$ cat src/rtl/saob_pkg.sv
`timescale 1ns / 1ps
// ----------------------------------------------------------------------------
// saob_pkg
// Widths, constants and the divider step shared by the blend core and checker.
// ----------------------------------------------------------------------------
package saob_pkg;

  localparam int PIX_W       = 32;
  localparam int CH_W        = 8;
  localparam int N_CH        = 3;
  localparam int D_W         = 16;
  localparam int NUM_W       = 24;
  localparam int TDATA_IN_W  = 2 * PIX_W;
  localparam int TDATA_OUT_W = PIX_W;

  localparam int DIV_STAGES     = 4;
  localparam int BITS_PER_STAGE = CH_W / DIV_STAGES;
  // Two product stages ahead of the divider stages.
  localparam int PIPE_DEPTH     = 2 + DIV_STAGES;

  localparam logic [CH_W-1:0] CH_MAX = 8'hFF;

  localparam int ALPHA_LSB = 24;

  typedef logic [CH_W-1:0]  ch_t;
  typedef logic [D_W-1:0]   den_t;
  typedef logic [NUM_W-1:0] num_t;

  typedef struct packed {
    num_t rem;
    logic q;
  } div_bit_t;

  // One restoring division step: try to subtract the denominator shifted up.
  function automatic div_bit_t div_bit(input num_t rem, input den_t d,
                                       input int unsigned shift);
    num_t     dd;
    div_bit_t r;
    dd = NUM_W'(d) << shift;
    if (rem >= dd) begin
      r.rem = rem - dd;
      r.q   = 1'b1;
    end else begin
      r.rem = rem;
      r.q   = 1'b0;
    end
    return r;
  endfunction

endpackage

$ cat src/rtl/straight_alpha_over_blend_core.sv
`timescale 1ns / 1ps
// ----------------------------------------------------------------------------
// straight_alpha_over_blend_core
// Porter-Duff "over" of a straight-alpha BGRA8888 source pixel onto a target.
// ----------------------------------------------------------------------------
// The core takes one pixel pair per clock and returns one blended pixel per
// clock while the output side does not stall. The first two stages form the
// weights, denominator and numerators; the remaining four stages are a
// restoring divider that settles two quotient bits per stage for each colour
// channel, and its last stage is the output register. A stall on the output
// fills bubbles first and backs up to s_axis_tready only when every stage
// holds a pixel. Output alpha is floor(D/255) with D = 255*sA + (255-sA)*tA;
// each colour is the exact floored quotient of the weighted colour sum by D,
// and all bytes are zero when D is 0.
module straight_alpha_over_blend_core (
  input  logic                              clk,
  input  logic                              rst,
  input  logic                              s_axis_tvalid,
  output logic                              s_axis_tready,
  // [31:0] source_pixel, [63:32] target_pixel
  input  logic [saob_pkg::TDATA_IN_W-1:0]   s_axis_tdata,
  input  logic                              s_axis_tlast,
  output logic                              m_axis_tvalid,
  input  logic                              m_axis_tready,
  // [31:0] blended_pixel
  output logic [saob_pkg::TDATA_OUT_W-1:0]  m_axis_tdata,
  output logic                              m_axis_tlast
);
  import saob_pkg::*;

  logic [PIPE_DEPTH-1:0] vld;
  logic [PIPE_DEPTH-1:0] en;

  // Stage one: target weight and source alpha times colour.
  logic [D_W-1:0] st1_tw;
  logic [D_W-1:0] st1_ssc [N_CH];
  ch_t            st1_sa;
  ch_t            st1_tc  [N_CH];
  logic           st1_last;

  // Stage two: denominator and numerators.
  den_t st2_d;
  num_t st2_num [N_CH];
  logic st2_last;

  // Divider stages.
  num_t dv_rem   [DIV_STAGES][N_CH];
  ch_t  dv_q     [DIV_STAGES][N_CH];
  den_t dv_d     [DIV_STAGES];
  ch_t  dv_alpha [DIV_STAGES];
  logic dv_dz    [DIV_STAGES];
  logic dv_last  [DIV_STAGES];

  // A stage may load when it is empty or its content moves on.
  always_comb begin
    en[PIPE_DEPTH-1] = !vld[PIPE_DEPTH-1] || m_axis_tready;
    for (int k = PIPE_DEPTH - 2; k >= 0; k--) begin
      en[k] = !vld[k] || en[k+1];
    end
  end

  assign s_axis_tready = en[0];

  always_ff @(posedge clk) begin
    if (rst) begin
      vld <= '0;
    end else begin
      if (en[0]) begin
        vld[0] <= s_axis_tvalid;
      end
      for (int k = 1; k < PIPE_DEPTH; k++) begin
        if (en[k]) begin
          vld[k] <= vld[k-1];
        end
      end
    end
  end

  // Stage one
  ch_t sa;
  ch_t ta;
  assign sa = s_axis_tdata[ALPHA_LSB +: CH_W];
  assign ta = s_axis_tdata[PIX_W + ALPHA_LSB +: CH_W];

  always_ff @(posedge clk) begin
    if (en[0]) begin
      st1_tw   <= D_W'(CH_MAX - sa) * D_W'(ta);
      st1_sa   <= sa;
      st1_last <= s_axis_tlast;
      for (int c = 0; c < N_CH; c++) begin
        st1_ssc[c] <= D_W'(sa) * D_W'(s_axis_tdata[c*CH_W +: CH_W]);
        st1_tc[c]  <= s_axis_tdata[PIX_W + c*CH_W +: CH_W];
      end
    end
  end

  // Stage two: multiplying by 255 is a shift and a subtract.
  always_ff @(posedge clk) begin
    if (en[1]) begin
      st2_d    <= ((D_W'(st1_sa) << CH_W) - D_W'(st1_sa)) + st1_tw;
      st2_last <= st1_last;
      for (int c = 0; c < N_CH; c++) begin
        st2_num[c] <= ((NUM_W'(st1_ssc[c]) << CH_W) - NUM_W'(st1_ssc[c]))
                      + NUM_W'(st1_tw) * NUM_W'(st1_tc[c]);
      end
    end
  end

  // floor(d/255) equals ((d+1)*257) >> 16 over the whole range of d.
  logic [NUM_W-1:0] alpha_prod;
  logic [NUM_W-1:0] d_inc;
  assign d_inc      = NUM_W'(st2_d) + NUM_W'(1);
  assign alpha_prod = d_inc + (d_inc << CH_W);

  for (genvar j = 0; j < DIV_STAGES; j++) begin : g_div
    num_t     rem_in [N_CH];
    ch_t      q_in   [N_CH];
    den_t     d_in;
    div_bit_t hi     [N_CH];
    div_bit_t lo     [N_CH];

    if (j == 0) begin : g_first
      always_comb begin
        d_in = st2_d;
        for (int c = 0; c < N_CH; c++) begin
          rem_in[c] = st2_num[c];
          q_in[c]   = '0;
        end
      end
      always_ff @(posedge clk) begin
        if (en[2]) begin
          dv_alpha[0] <= alpha_prod[2*CH_W +: CH_W];
          dv_dz[0]    <= (st2_d == '0);
          dv_last[0]  <= st2_last;
        end
      end
    end else begin : g_rest
      always_comb begin
        d_in = dv_d[j-1];
        for (int c = 0; c < N_CH; c++) begin
          rem_in[c] = dv_rem[j-1][c];
          q_in[c]   = dv_q[j-1][c];
        end
      end
      always_ff @(posedge clk) begin
        if (en[j+2]) begin
          dv_alpha[j] <= dv_alpha[j-1];
          dv_dz[j]    <= dv_dz[j-1];
          dv_last[j]  <= dv_last[j-1];
        end
      end
    end

    always_comb begin
      for (int c = 0; c < N_CH; c++) begin
        hi[c] = div_bit(rem_in[c], d_in, CH_W - 1 - j * BITS_PER_STAGE);
        lo[c] = div_bit(hi[c].rem, d_in, CH_W - 2 - j * BITS_PER_STAGE);
      end
    end

    always_ff @(posedge clk) begin
      if (en[j+2]) begin
        dv_d[j] <= d_in;
        for (int c = 0; c < N_CH; c++) begin
          dv_rem[j][c] <= lo[c].rem;
          dv_q[j][c]   <= {q_in[c][CH_W-BITS_PER_STAGE-1:0], hi[c].q, lo[c].q};
        end
      end
    end
  end

  // A zero denominator gives an all-ones quotient; force the colour bytes to zero.
  always_comb begin
    m_axis_tdata[ALPHA_LSB +: CH_W] = dv_alpha[DIV_STAGES-1];
    for (int c = 0; c < N_CH; c++) begin
      m_axis_tdata[c*CH_W +: CH_W] = dv_dz[DIV_STAGES-1] ? '0 : dv_q[DIV_STAGES-1][c];
    end
  end

  assign m_axis_tvalid = vld[PIPE_DEPTH-1];
  assign m_axis_tlast  = dv_last[DIV_STAGES-1];

endmodule

$ cat config.mk
export PLATFORM = sky130hd
export DESIGN_NAME = straight_alpha_over_blend_core
export DESIGN_NICKNAME = d
export VERILOG_FILES = /design/src/rtl/saob_pkg.sv /design/src/rtl/straight_alpha_over_blend_core.sv
export SDC_FILE = /design/constraint.sdc
export NUM_CORES = 2
export LEC_CHECK = 0
export ABC_CLOCK_PERIOD_IN_PS = 5700
export BUFFER_PORTS_ARGS = -buffer_cell sky130_fd_sc_hd__buf_2
export CAP_MARGIN = 0
export CORE_MARGIN = 5
export CORE_UTILIZATION = 43
export CTS_CLUSTER_DIAMETER = 100
export CTS_CLUSTER_SIZE = 10
export DETAILED_ROUTE_END_ITERATION = 8
export GPL_TIMING_DRIVEN = 1
export PLACE_DENSITY = 0.67
export REMOVE_ABC_BUFFERS = 1
export SYNTH_ARGS = -nofsm -noshare
export SYNTH_HDL_FRONTEND = slang
export SYNTH_SLANG_ARGS = --single-unit
$ cat constraint.sdc
create_clock -name clk -period 5.7 [get_ports clk]
set_input_delay 1.14 -clock clk [delete_from_list [all_inputs] [get_ports clk]]
set_output_delay 1.14 -clock clk [all_outputs]
set_load 0.02 [all_outputs]
== After elaboration in Yosys (flattened, before gate mapping) ==
Memories as Yosys holds them, arrays and structs flattened.
Cells that the tools add are included.

* Register bits after elaboration: 48
* Bits in latches: 0
* Memory bits (writable): 632
* ROM bits: 0
* Input port bits: 69
* Output and inout bits: 35
* Word-level logic and storage cells: 138
* Memories: 9

* Add/subtract/negate cells: 35
* Multipliers: 7
* Div/mod/pow operators: 0
* Magnitude comparators: 24
* Equal/unequal tests: 0
* Shift-type cells: 0
* Mux-type cells: 39
* Bitwise logic cells: 0
* Reduce and logical (&&, ||, !) cells: 13

{| class="wikitable"
|+ Memory list
! memory !! words !! width !! read ports !! clocked after Yosys merged registers in !! write ports !! line !! RTL
|-
| dv_rem || 4 || 72 || 3 || 0 || 4 || straight_alpha_over_blend_core.sv:47 || <nowiki>num_t dv_rem [DIV_STAGES][N_CH];</nowiki>
|-
| dv_q || 4 || 24 || 4 || 0 || 4 || straight_alpha_over_blend_core.sv:48 || <nowiki>ch_t dv_q [DIV_STAGES][N_CH];</nowiki>
|-
| st2_num || 3 || 24 || 3 || 0 || 3 || straight_alpha_over_blend_core.sv:43 || <nowiki>num_t st2_num [N_CH];</nowiki>
|-
| dv_d || 4 || 16 || 3 || 0 || 4 || straight_alpha_over_blend_core.sv:49 || <nowiki>den_t dv_d [DIV_STAGES];</nowiki>
|-
| st1_ssc || 3 || 16 || 3 || 0 || 3 || straight_alpha_over_blend_core.sv:36 || <nowiki>logic [D_W-1:0] st1_ssc [N_CH];</nowiki>
|-
| dv_alpha || 4 || 8 || 4 || 0 || 4 || straight_alpha_over_blend_core.sv:50 || <nowiki>ch_t dv_alpha [DIV_STAGES];</nowiki>
|-
| +3 memories || n/a || n/a || n/a || n/a || n/a || n/a ||
|}

{| class="wikitable"
|+ Operators by type and width
! cell !! number
|-
| $mux W25 || 24
|-
| $sub A24 B16 Y24 || 6
|-
| $add A24 B24 Y24 || 3
|-
| $ge A24 B16 Y1 || 3
|-
| $ge A24 B17 Y1 || 3
|-
| $ge A24 B18 Y1 || 3
|-
| $ge A24 B19 Y1 || 3
|-
| $ge A24 B20 Y1 || 3
|-
| $ge A24 B21 Y1 || 3
|-
| $ge A24 B22 Y1 || 3
|-
| $ge A24 B23 Y1 || 3
|-
| $mul A16 B8 Y24 || 3
|-
| $sub A24 B17 Y24 || 3
|-
| $sub A24 B18 Y24 || 3
|-
| $sub A24 B19 Y24 || 3
|-
| $sub A24 B20 Y24 || 3
|-
| $sub A24 B21 Y24 || 3
|-
| $sub A24 B22 Y24 || 3
|-
| $sub A24 B23 Y24 || 3
|-
| $mul A8 B8 Y16 || 3
|-
| $add A17 B24 Y24 || 1
|-
| $mux W8 || 3
|-
| $add A16 B1 Y17 const B || 1
|-
| $add A16 B16 Y16 || 1
|-
| other kinds (7) || 28
|}

== Depth between registers and ports, before layout ==
* Depth after elaboration: 9
* Depth in mapped cells: 27
* Depth with buffers taken out: 24

== Worst setup path before layout ==
No wires, ideal clock.

* Path type: in2reg
* Start point: input port m_axis_tready
* End point: register st1_last (enable)
* Library setup time: 1.425 ns
* Arrival time: 4.579 ns
* Slack: -0.304 ns
* Stages: 4
* Path buffers: 1
* Cells stage by stage: nor2b_1 > and3_1 > clkbuf_1 > nand4_1

* Word-level cells in the longest chain between the ends: 6

{| class="wikitable"
|+ Ends and longest elaborated chain
! element !! line !! RTL
|-
| from (decl) || straight_alpha_over_blend_core.sv:24 || <nowiki>input logic m_axis_tready,</nowiki>
|-
| $logic_or A1 B1 Y1 || straight_alpha_over_blend_core.sv:56 || <nowiki>en[PIPE_DEPTH-1] = !vld[PIPE_DEPTH-1] || m_axis_tready;</nowiki>
|-
| $logic_or A1 B1 Y1 (5 in series) || straight_alpha_over_blend_core.sv:58 || <nowiki>en[k] = !vld[k] || en[k+1];</nowiki>
|-
| named net s_axis_tready || straight_alpha_over_blend_core.sv:19 || <nowiki>output logic s_axis_tready,</nowiki>
|-
| to (signal assigned) || straight_alpha_over_blend_core.sv:89 || <nowiki>st1_last <= s_axis_tlast;</nowiki>
|-
| to (decl) || straight_alpha_over_blend_core.sv:39 || <nowiki>logic st1_last;</nowiki>
|}

The timed path passes the listed nets, and every way through them passes these cells.
A chain may end at the register's enable or synchronous reset.

==> results.py <==
metrics = {
    "outcome": {
        "status": "finished, final reports clean",
    },
    "route": {
        "drt-total-wl_um": 165000,
        "via_count": 48400,
        "routed_via_density": 5.31,
        "dr.pass1.iters": 6,
        "wl_per_cell_um": 18.1,
        "antenna_left": 0,
        "drc": 0,
        "first_iter_violations": 2943,
    },
    "global_route": {
        "antenna_found_initial": 2,
        "first_global_vias": 48700,
        "grt_overflow": 0,
        "grt_pass1_wl_um": 259000,
        "grt_max_degree": 117,
        "grt_use_total_pct": 21.1,
    },
    "floorplan": {
        "core_mm2": 0.145,
        "num_rows": 140,
        "initial_utilization_pct": 43.2,
        "dieWidth_um": 392,
        "die_area_mm2": 0.154,
        "pin_count": 104,
        "die_y_um": 392,
    },
    "worst_setup_path": {
        "path_class": "flip-flop to flip-flop",
        "rr_worst_depth": 21,
        "reg2reg_to": "st2_num[0][47]",
        "cp.required_ns": 6.08,
        "cp.arrival_ns": 6.05,
        "r2r_start": "st1_tw[6]",
        "path_max_fanout": 12,
        "r2r_slack_ns": 0.03,
        "worstSetupStartpoint": "st1_tw[6]",
        "critPathLaunchType": "flip-flop",
        "end_kind": "flip-flop",
        "cp-endpoint": "st2_num[0][47]",
    },
    "timing": {
        "clock_skew_ns": 0.0254,
        "hold_ws_ns": 0.410,
        "slew_headroom_pct": 26.3,
        "worst_pin_slew_ns": 1.11,
        "fin_ws_ns": 0.0308,
        "setup_viol_count_final": 0,
        "period_needed_ns": 5.67,
        "fmax_mhz": 176,
        "rsz0062_at_grt": "true",
        "drv_slew": 0,
        "finalCritPeriodShare_pct": 99.5,
        "hold_violations": 0,
    },
    "yosys": {
        "yosysWarnings": 0,
        "syn_avg_cell_area_um2": 9.61,
        "syn_area_mm2": 0.0628,
        "ys_types": 98,
        "ys_ff_latch": 556,
        "seq_area_frac_synth_pct": 26.5,
        "synth_top_flop_cell": "edfxtp_1",
        "synthCells": 6539,
        "synth_edf_count": 550,
        "synthArstFlopShare_pct": 0,
    },
    "placement": {
        "place_ws_ns": -0.131,
        "dp_hpwl_um": 134000,
        "gp_congestion": 0.928,
        "port-buffer-count": 103,
    },
    "final_layout": {
        "area_delta_synth_final_pct": 15.7,
        "final_nets": 8499,
        "layout-drive-gt1-share_pct": 15.3,
    },
    "clock_network": {
        "clock_path_buffers": 3,
        "h-tree-depth": 3,
        "cts_tree": "done",
        "insertion_delay_ns": 0.66,
        "cts.sinks": 556,
        "postCtsHoldBufs": 0,
        "cts_root_buf": "clkbuf_16",
        "cts.clk_slew.worst_paths_ns": 0.06,
        "cts_buffers": 68,
    },
    "flow_run": {
        "maxCapViolations": 0,
    },
    "worst_hold_path": {
        "hp-class": "flip-flop to flip-flop",
    },
}
## registers in the layout, summed over array words and instances (netlist names), 6 cells and up
signal and cells:
st1_tw 16, dv_q 60, g_div.d_in 16, st1_tc 24, st1_sa 8, vld 6
dv_d 48, dv_alpha 32, st2_num 72, st1_ssc 48, dv_rem 216
## metrics by stage
step | utilization, % | TNS [ns] | cells | instance area [um2]
2_1_floorplan | - | -77.42 | 6377 | 62200
3_3_place_gp | 48.0 | -0.107 | 8958 | 69700
3_5_place_dp | 48.0 | -0.585 | 8958 | 69700
4_1_cts | 49.3 | -0.0462 | 9052 | 71700
5_1_grt | 50.0 | -0.729 | 9119 | 72700
6_report | 50.0 | 0 | 9121 | 72700
## layer usage
metal / GRT usage, % / up-vias / wire (um)
li1: - / 23700 / -
met1: 27.2 / 23200 / 71400
met2: 35.6 / 1189 / 77800
met3: 2.20 / 321 / 7120
met4: 10.2 / 0 / 8710
met5: 0 / - / 0
## cell type report
class | instances | area, um2
Clock buffer | 76 | 1770
Multi-Input combinational cell | 4936 | 42700
Fill cell | 13300 | 72700
Tap cell | 1917 | 2400
Inverter | 886 | 3330
Timing Repair Buffer | 736 | 5770
Sequential cell | 556 | 16600
Antenna cell | 2 | 5.00
Clock inverter | 12 | 100
## kinds of logic (layout without fill, tap and decap cells)
| kind of cell | after synthesis | after routing | share of synthesized area (%) |
|---|---|---|---|
| other cells | 0 | 2 | 0 |
| buf+inv | 1048 | 1710 | 6.38 |
| flops | 556 | 556 | 26.5 |
| xor+xnor | 409 | 409 | 5.70 |
| mux | 165 | 165 | 2.90 |
| simple gates | 1873 | 1873 | 15.0 |
| compound gates | 1242 | 1243 | 12.7 |
| fa+ha+maj | 1246 | 1246 | 30.9 |
## critical path, cell delays in order (launching register included)
cell	delay, ns
edfxtp_1	0.43
buf_4	0.18
clkbuf_16	0.17
and2_1	0.17
fa_1	0.48
fa_1	0.56
fa_1	0.43
fa_1	0.49
inv_1	0.05
fa_1	0.47
inv_1	0.04
ha_2	0.30
o21a_1	0.21
nor2_2	0.14
nor3_1	0.09
a211oi_2	0.36
nor3b_2	0.10
o21a_1	0.19
o21a_1	0.18
o21a_1	0.16
nor2_1	0.11
xnor2_1	0.08
## what timing repair did
| item | in CTS | in global routing |
|---|---|---|
| gates cloned | 0 | 5 |
| setup buffers | 6 | 62 |
| gates resized for setup | 10 | 149 |
| setup endpoints to repair | 6 | 160 |
| pin swaps | 1 | 72 |
## cell usage after synthesis (8+ instances only)
cell      number  area share, %
a211o_1       12           0.17
a211oi_1      36           0.43
a21boi_0      19           0.23
a21o_1       158            1.9
a21oi_1      374            3.0
a21oi_2        8           0.11
a31o_2         9           0.13
a31oi_1       28           0.28
and2_1       310            3.1
and3_1        28           0.28
and4_1        13           0.18
buf_2         13           0.10
clkbuf_1     131           0.78
edfxtp_1     550             26
fa_1         506             16
ha_1         740             15
inv_1        885            5.3
mux2_1        19           0.34
mux2_2       118            2.1
mux2i_1       28           0.45
nand2_1      593            3.5
nand2b_1      79           0.79
nand3_1       73           0.58
nand3b_1       8          0.096
nand4_1       70           0.70
nor2_1       316            1.9
nor2b_1      143            1.4
nor3_1        92           0.73
nor3b_1       10           0.12
nor4_1        36           0.36
o211ai_1      25           0.30
o21a_1        80           0.96
o21ai_0      261            2.1
o21ai_1       17           0.14
o21bai_1      55           0.66
o31a_1        13           0.18
o31ai_1       27           0.32
o41ai_1       12           0.17
or2_2         13           0.13
or3_1         44           0.44
or4_1          9           0.11
xnor2_1      300            4.2
xor2_1       109            1.5
## placed cells by master, fill, tap and decap left out, drive strengths merged, types with 25 or more instances in the layout
master  count
nand3      73
and2      311
nor4       36
clkbuf     80
inv       889
nand2     594
a21o      158
xnor2     300
a31oi      28
o21ai     280
ha        740
edfxtp    550
fa        506
buf       732
a21oi     382
nor2      318
mux2      137
mux2i      28
o211ai     25
nand4      70
nor3       93
o21bai     55
o21a       80
nand2b     79
or3        45
and3       28
nor2b     143
o31ai      30
a211oi     36
xor2      109
## worst min-delay path by stage
stage / start / to / slack (ns) / depth (start not counted)
2_1_floorplan: dv_alpha[0][0] / dv_alpha[1][0] / 0.40 / 0
3_3_place_gp: dv_q[2][0] / dv_q[3][2] / 0.40 / 0
3_5_place_dp: dv_alpha[0][1] / dv_alpha[1][1] / 0.41 / 0
4_1_cts: dv_q[1][11] / dv_q[2][13] / 0.41 / 0
5_1_grt: dv_q[0][9] / dv_q[1][11] / 0.42 / 0
6_report: dv_q[2][18] / dv_q[3][20] / 0.41 / 0
Power is not shown: default switching activity piles up to over one toggle a cycle in this logic, so the estimate is an artifact.
